==> src/rtl/core/gba_pkg.sv <==
`default_nettype none

package gba_pkg;

	// Geometry limits of the bitmap store.
	localparam int MAX_GROUPS = 16;
	localparam int MAX_BLOCKS_PER_GROUP = 8192;
	localparam int WORD_BITS = 32;
	localparam int TOTAL_BITS = MAX_GROUPS * MAX_BLOCKS_PER_GROUP;
	localparam int NUM_WORDS = TOTAL_BITS / WORD_BITS;
	localparam int WORD_AW = $clog2(NUM_WORDS);
	localparam int BIT_W = $clog2(WORD_BITS);
	localparam int GROUP_W = $clog2(MAX_GROUPS);

	// Field widths.
	localparam int BLK_W = 17;
	localparam int TOTAL_W = 18;
	localparam int BPG_W = 14;
	localparam int GCNT_W = 5;
	localparam int CFG_IDX_W = 2;
	localparam int CFG_DATA_W = 14;
	localparam int GROUP_FREE_MAX = 16383;
	localparam int TOTAL_FREE_MAX = 262143;

	// Command codes.
	localparam logic CMD_ALLOC = 1'b0;
	localparam logic CMD_FREE = 1'b1;

	// Status codes.
	localparam logic [1:0] ST_OK = 2'd0;
	localparam logic [1:0] ST_NO_FREE = 2'd1;
	localparam logic [1:0] ST_ALREADY_FREE = 2'd2;
	localparam logic [1:0] ST_INVALID = 2'd3;

	// Register indexes.
	localparam logic [CFG_IDX_W-1:0] REG_BPG = 2'd0;
	localparam logic [CFG_IDX_W-1:0] REG_GCOUNT = 2'd1;
	localparam logic [CFG_IDX_W-1:0] REG_FDB = 2'd2;

	typedef enum logic [3:0] {
		S_CLEAR,
		S_IDLE,
		S_A_GROUP,
		S_A_READ,
		S_A_CHECK,
		S_F_CHECK,
		S_F_WAIT,
		S_DONE
	} state_t;

	// Bitmap memory request.
	typedef struct packed {
		logic we;
		logic re;
		logic [WORD_AW-1:0] addr;
		logic [WORD_BITS-1:0] wdata;
	} ram_req_t;

	// Group divider request and response.
	typedef struct packed {
		logic start;
		logic [BLK_W-1:0] dividend;
		logic [BPG_W-1:0] divisor;
	} div_req_t;

	typedef struct packed {
		logic done;
		logic [GROUP_W-1:0] quotient;
	} div_rsp_t;

endpackage

`default_nettype wire

==> src/rtl/core/gba_group_div.sv <==
`default_nettype none

module gba_group_div
	import gba_pkg::*;
(
	input wire logic clk,
	input wire logic arst_n,
	input wire div_req_t req,
	output div_rsp_t rsp
);

	logic running_q;
	logic [BLK_W-1:0] rem_q;
	logic [BPG_W-1:0] div_q;
	logic [GROUP_W:0] quo_q;
	logic fits;

	// The remainder drops by one divisor per cycle until it is below it.
	assign fits = rem_q >= BLK_W'(div_q);

	always_ff @(posedge clk or negedge arst_n) begin
		if (!arst_n) begin
			running_q <= 1'b0;
		end else if (req.start) begin
			running_q <= 1'b1;
		end else if (running_q && !fits) begin
			running_q <= 1'b0;
		end
	end

	always_ff @(posedge clk) begin
		if (req.start) begin
			rem_q <= req.dividend;
			div_q <= req.divisor;
			quo_q <= '0;
		end else if (running_q && fits) begin
			rem_q <= rem_q - BLK_W'(div_q);
			quo_q <= quo_q + 1'b1;
		end
	end

	assign rsp.done = running_q && !fits;
	assign rsp.quotient = quo_q[GROUP_W-1:0];

endmodule

`default_nettype wire
==> config.mk <==
export PLATFORM = sky130hd
export DESIGN_NAME = gba_group_div
export DESIGN_NICKNAME = d
export VERILOG_FILES = /design/src/rtl/core/gba_pkg.sv /design/src/rtl/core/gba_group_div.sv
export SDC_FILE = /design/constraint.sdc
export NUM_CORES = 1
export LEC_CHECK = 0
export BUFFER_PORTS_ARGS = -buffer_cell sky130_fd_sc_hd__buf_2
export CORE_MARGIN = 2
export CORE_UTILIZATION = 60
export DETAILED_ROUTE_END_ITERATION = 10
export PLACE_DENSITY_LB_ADDON = 0.05
export SLEW_MARGIN = 10
export SYNTH_ARGS = -nofsm -noshare
export SYNTH_HDL_FRONTEND = slang
export SYNTH_SLANG_ARGS = --single-unit
==> constraint.sdc <==
create_clock -name clk -period 5.8 [get_ports clk]
set_input_delay 0 -clock clk [delete_from_list [all_inputs] [get_ports clk]]
set_output_delay 0 -clock clk [all_outputs]
set_load 0.05 [all_outputs]
==> results.md <==
- DRC violations left: 0
- WS Path Type: flop to flop
- Area grow syn2layout: 25.3%
- CTS root buffer: clkbuf_8
- Metal3 WL: 189 um
- Crit start category: flop
- Max-cap violations: 0
- Slew HR: 0.386
- Most used flip-flop cell after synthesis: edfxtp_1
- Port bufs: 38
- Vias in the first global route: between 1500 and 2000
- Final worst-path cycle share: 0.473
- Total core area: between 0.003 and 0.004 mm^2
- Initial Utilization: 0.620
- Global route overflow: 0
- Clk sink count: 36
- Layout cells sized above 1: 0.201
- Compound-Gate Fraction of Synth Area: 0.187
- Syn avg cell area: approximately 10 um^2
- Number of antenna diodes: 0
- Adder-cell share of the synthesized area: 0.0922
- Post-Syn Area: around 0.0023 mm^2
- CTS H-tree depth: 2
- Worst path required time: between 5 and 6 ns
- Status: complete, no violations
- Gate count after technology mapping: about 220
- RSZ-0062 raised after global routing: false
- Synth Area in Simple Gates: 0.163
- Num rows: 22
- Power per cell area: 450 mW/mm^2
- F_max: about 360 MHz
- Lkg Pwr: ~1.2 nW
- Final WL: around 4500 um
- Number of flops mapped to enable cells by yosys: 31
- Clock skew: about 0.0049 ns
- Hold Vio Cnt, Final: 0
- Synth warn: 0
- WL met1: ~2200 um
- CP endpoint kind: flop
- Worst-path clk slew: ~0.07 ns
- Die height: between 60 and 70 um
- Beginning of the critical path: rem_q[4]
- Post-CTS setup repair buffer count: 0
- Largest net degree at the start of global routing: 56
- All-Layer GR Usage: 0.234
- Mux share of post-synthesis cell area: 0.0244
- HPWL Detailed: between 2000 and 3000 um
- Largest family of logic cells by synthesized area: compound AO/OA/AOI/OAI gates
- Synth Register Bits: 36
- Via count: 1782
- WL per Instance: roughly 13 um
- TritonCTS clock tree: done
- Final setup fails: 0
- DR pass1 iterations: 4
- TNS Setup: 0 ns
- Nets: roughly 330
- Die width: around 65 um
- Hold crit path type: input pin to flop
- Synth cell types: 47
- Detail Route Antenna Nets: 0
- Routed length on met2: about 2100 um
- Min-delay src: req[23]
- Die Area: around 0.0043 mm^2
- Post-synthesis sequential area ratio: 0.460
- Post-DP Area: about 0.0025 mm^2
- Worst-Skew Late Latency: approximately 0.29 ns
- Post-synthesis xor/xnor area fraction: 0.0311
- Syn_nets: ~270
- Reg-to-Reg Start: rem_q[4]
- First-pass GRT wire length: 7660 um
- # IOs: 39
- Worst path arrival time: 2.66 ns
- Clock Tree Buf Depth: 2
- Slew Limit Fails: 0
- Antenna violations before repair: 0
- CP Max Fanout: 17
- DRT iter0 DRCs: around 120
- Crit path time final: around 2.7 ns
- Asr flop ratio synth: 0.0278
- PostCTS Resize Cnt: 0
- Uppermost layer routed: met4
- Vias per cell: ~5.4
- Final instance area: roughly 0.0028 mm^2
- Peak supply drop: approximately 0.31 mV
- Routability cong.: 0.792
- Clock buffers created by TritonCTS: 5
- Worst-Margin Slew: 0.921 ns
critical path, stage by stage (launching register included):
cell and delay (ns):
edfxtp_1 0.38, ha_1 0.37, o211ai_1 0.12, a21oi_2 0.17, o211ai_1 0.19, a21o_1 0.25, a21oi_2 0.23, or2_1 0.67
routing by layer:
layer | track usage | up-vias
met3 | 0.0565 | 4
met2 | 0.399 | 30
met1 | 0.305 | 825
li1 | - | 923
met5 | 0 | -
met4 | 0.0469 | 0
metrics by stage:
step,util,setup WS [ns],total power [W],std cells,hold WS (ns)
after global routing,0.777,2.83,0.00136,332,0.0213
after global placement,0.682,3.10,0.00104,300,-0.225
after detailed placement,0.682,3.03,0.00105,300,-0.224
final,0.777,3.06,0.00127,332,0.00490
after floorplan,-,3.38,0.000933,219,-0.296
after CTS,0.777,3.02,0.00127,332,0.00185
cells in the mapped netlist, types with 2 or more instances:
cell / instances / share of area
mux2_1: 3 / 0.015
edfxtp_1: 31 / 0.41
a21o_1: 4 / 0.013
nand2b_1: 4 / 0.011
or4_1: 2 / 0.0067
nand2_1: 25 / 0.042
o21ai_1: 3 / 0.0067
dfxtp_1: 4 / 0.036
clkbuf_1: 4 / 0.0067
nor3_1: 4 / 0.0089
or2_1: 2 / 0.0056
o21a_1: 5 / 0.017
a211oi_1: 2 / 0.0067
nand3_1: 6 / 0.013
xnor2_1: 5 / 0.019
o31ai_1: 4 / 0.013
inv_1: 19 / 0.032
nand4_1: 3 / 0.0083
or3_1: 2 / 0.0056
o21ai_0: 12 / 0.027
xor2_1: 3 / 0.012
nor2b_1: 9 / 0.025
a21oi_1: 13 / 0.029
a21oi_2: 2 / 0.0078
ha_1: 15 / 0.083
a31oi_1: 2 / 0.0056
o211ai_1: 2 / 0.0067
nor2_1: 10 / 0.017
state kept, by name, summed over array words and instances, names as in the netlist:
register and flops:
quo_q 4, running_q 1, div_q 14, rem_q 17
layout by cell type, fill, tap and decap left out, drive strengths merged, types with 3 or more instances in the layout:
cell type	instances
o21ai	16
xnor2	5
a21o	5
inv	19
buf	38
nand2	25
mux2	4
nor2	10
o31ai	4
nor2b	9
nand4	3
nand2b	4
edfxtp	31
dfxtp	4
dlygate4sd3	24
ha	15
o21a	5
xor2	3
clkbuf	6
a21oi	16
nand3	6
nor3	4
kinds of logic after synthesis:
logic type / count (synthesis)
flip-flops: 36
AO/OA/AOI/OAI: 59
XOR/XNOR: 8
multiplexers: 5
AND/OR/NAND/NOR: 71
adder cells (fa/ha/maj): 16
buffers and inverters: 24
path summary, 6_finish.rpt:
path                              to  slack (ns)  cells after the start
hold reg to reg             quo_q[1]        0.51                      2
hold / removal              rem_q[9]       0.005                      3
max in group asynchronous  running_q        5.14                      3
setup / recovery            rem_q[9]        3.06                      7
min in group asynchronous  running_q        0.56                      3
setup reg to reg            rem_q[9]        3.06                      7
final cells by class:
type | instances | area, um^2
clock inverters | 2 | 12.5
multi-input cells | 159 | 1120
clock buffers | 6 | 93.8
repair buffers | 62 | 430
fillers | 276 | 810
well taps | 48 | 60.1
flip-flops and latches | 36 | 1040
inverters | 19 | 71.3
power by group:
group	internal, W	switching, W
Combinational	0.000267	0.000376
Clock	0.000110	0.0000927
Sequential	0.000385	0.0000388
Total	0.000762	0.000508
timing repair:
action | 4_1_cts | 5_1_grt
endpoints found under the hold margin | 23 | 0
hold buffers | 24 | 0
endpoints found under the setup margin | 0 | 0
No activity file was read; power rests on OpenSTA's default activity.
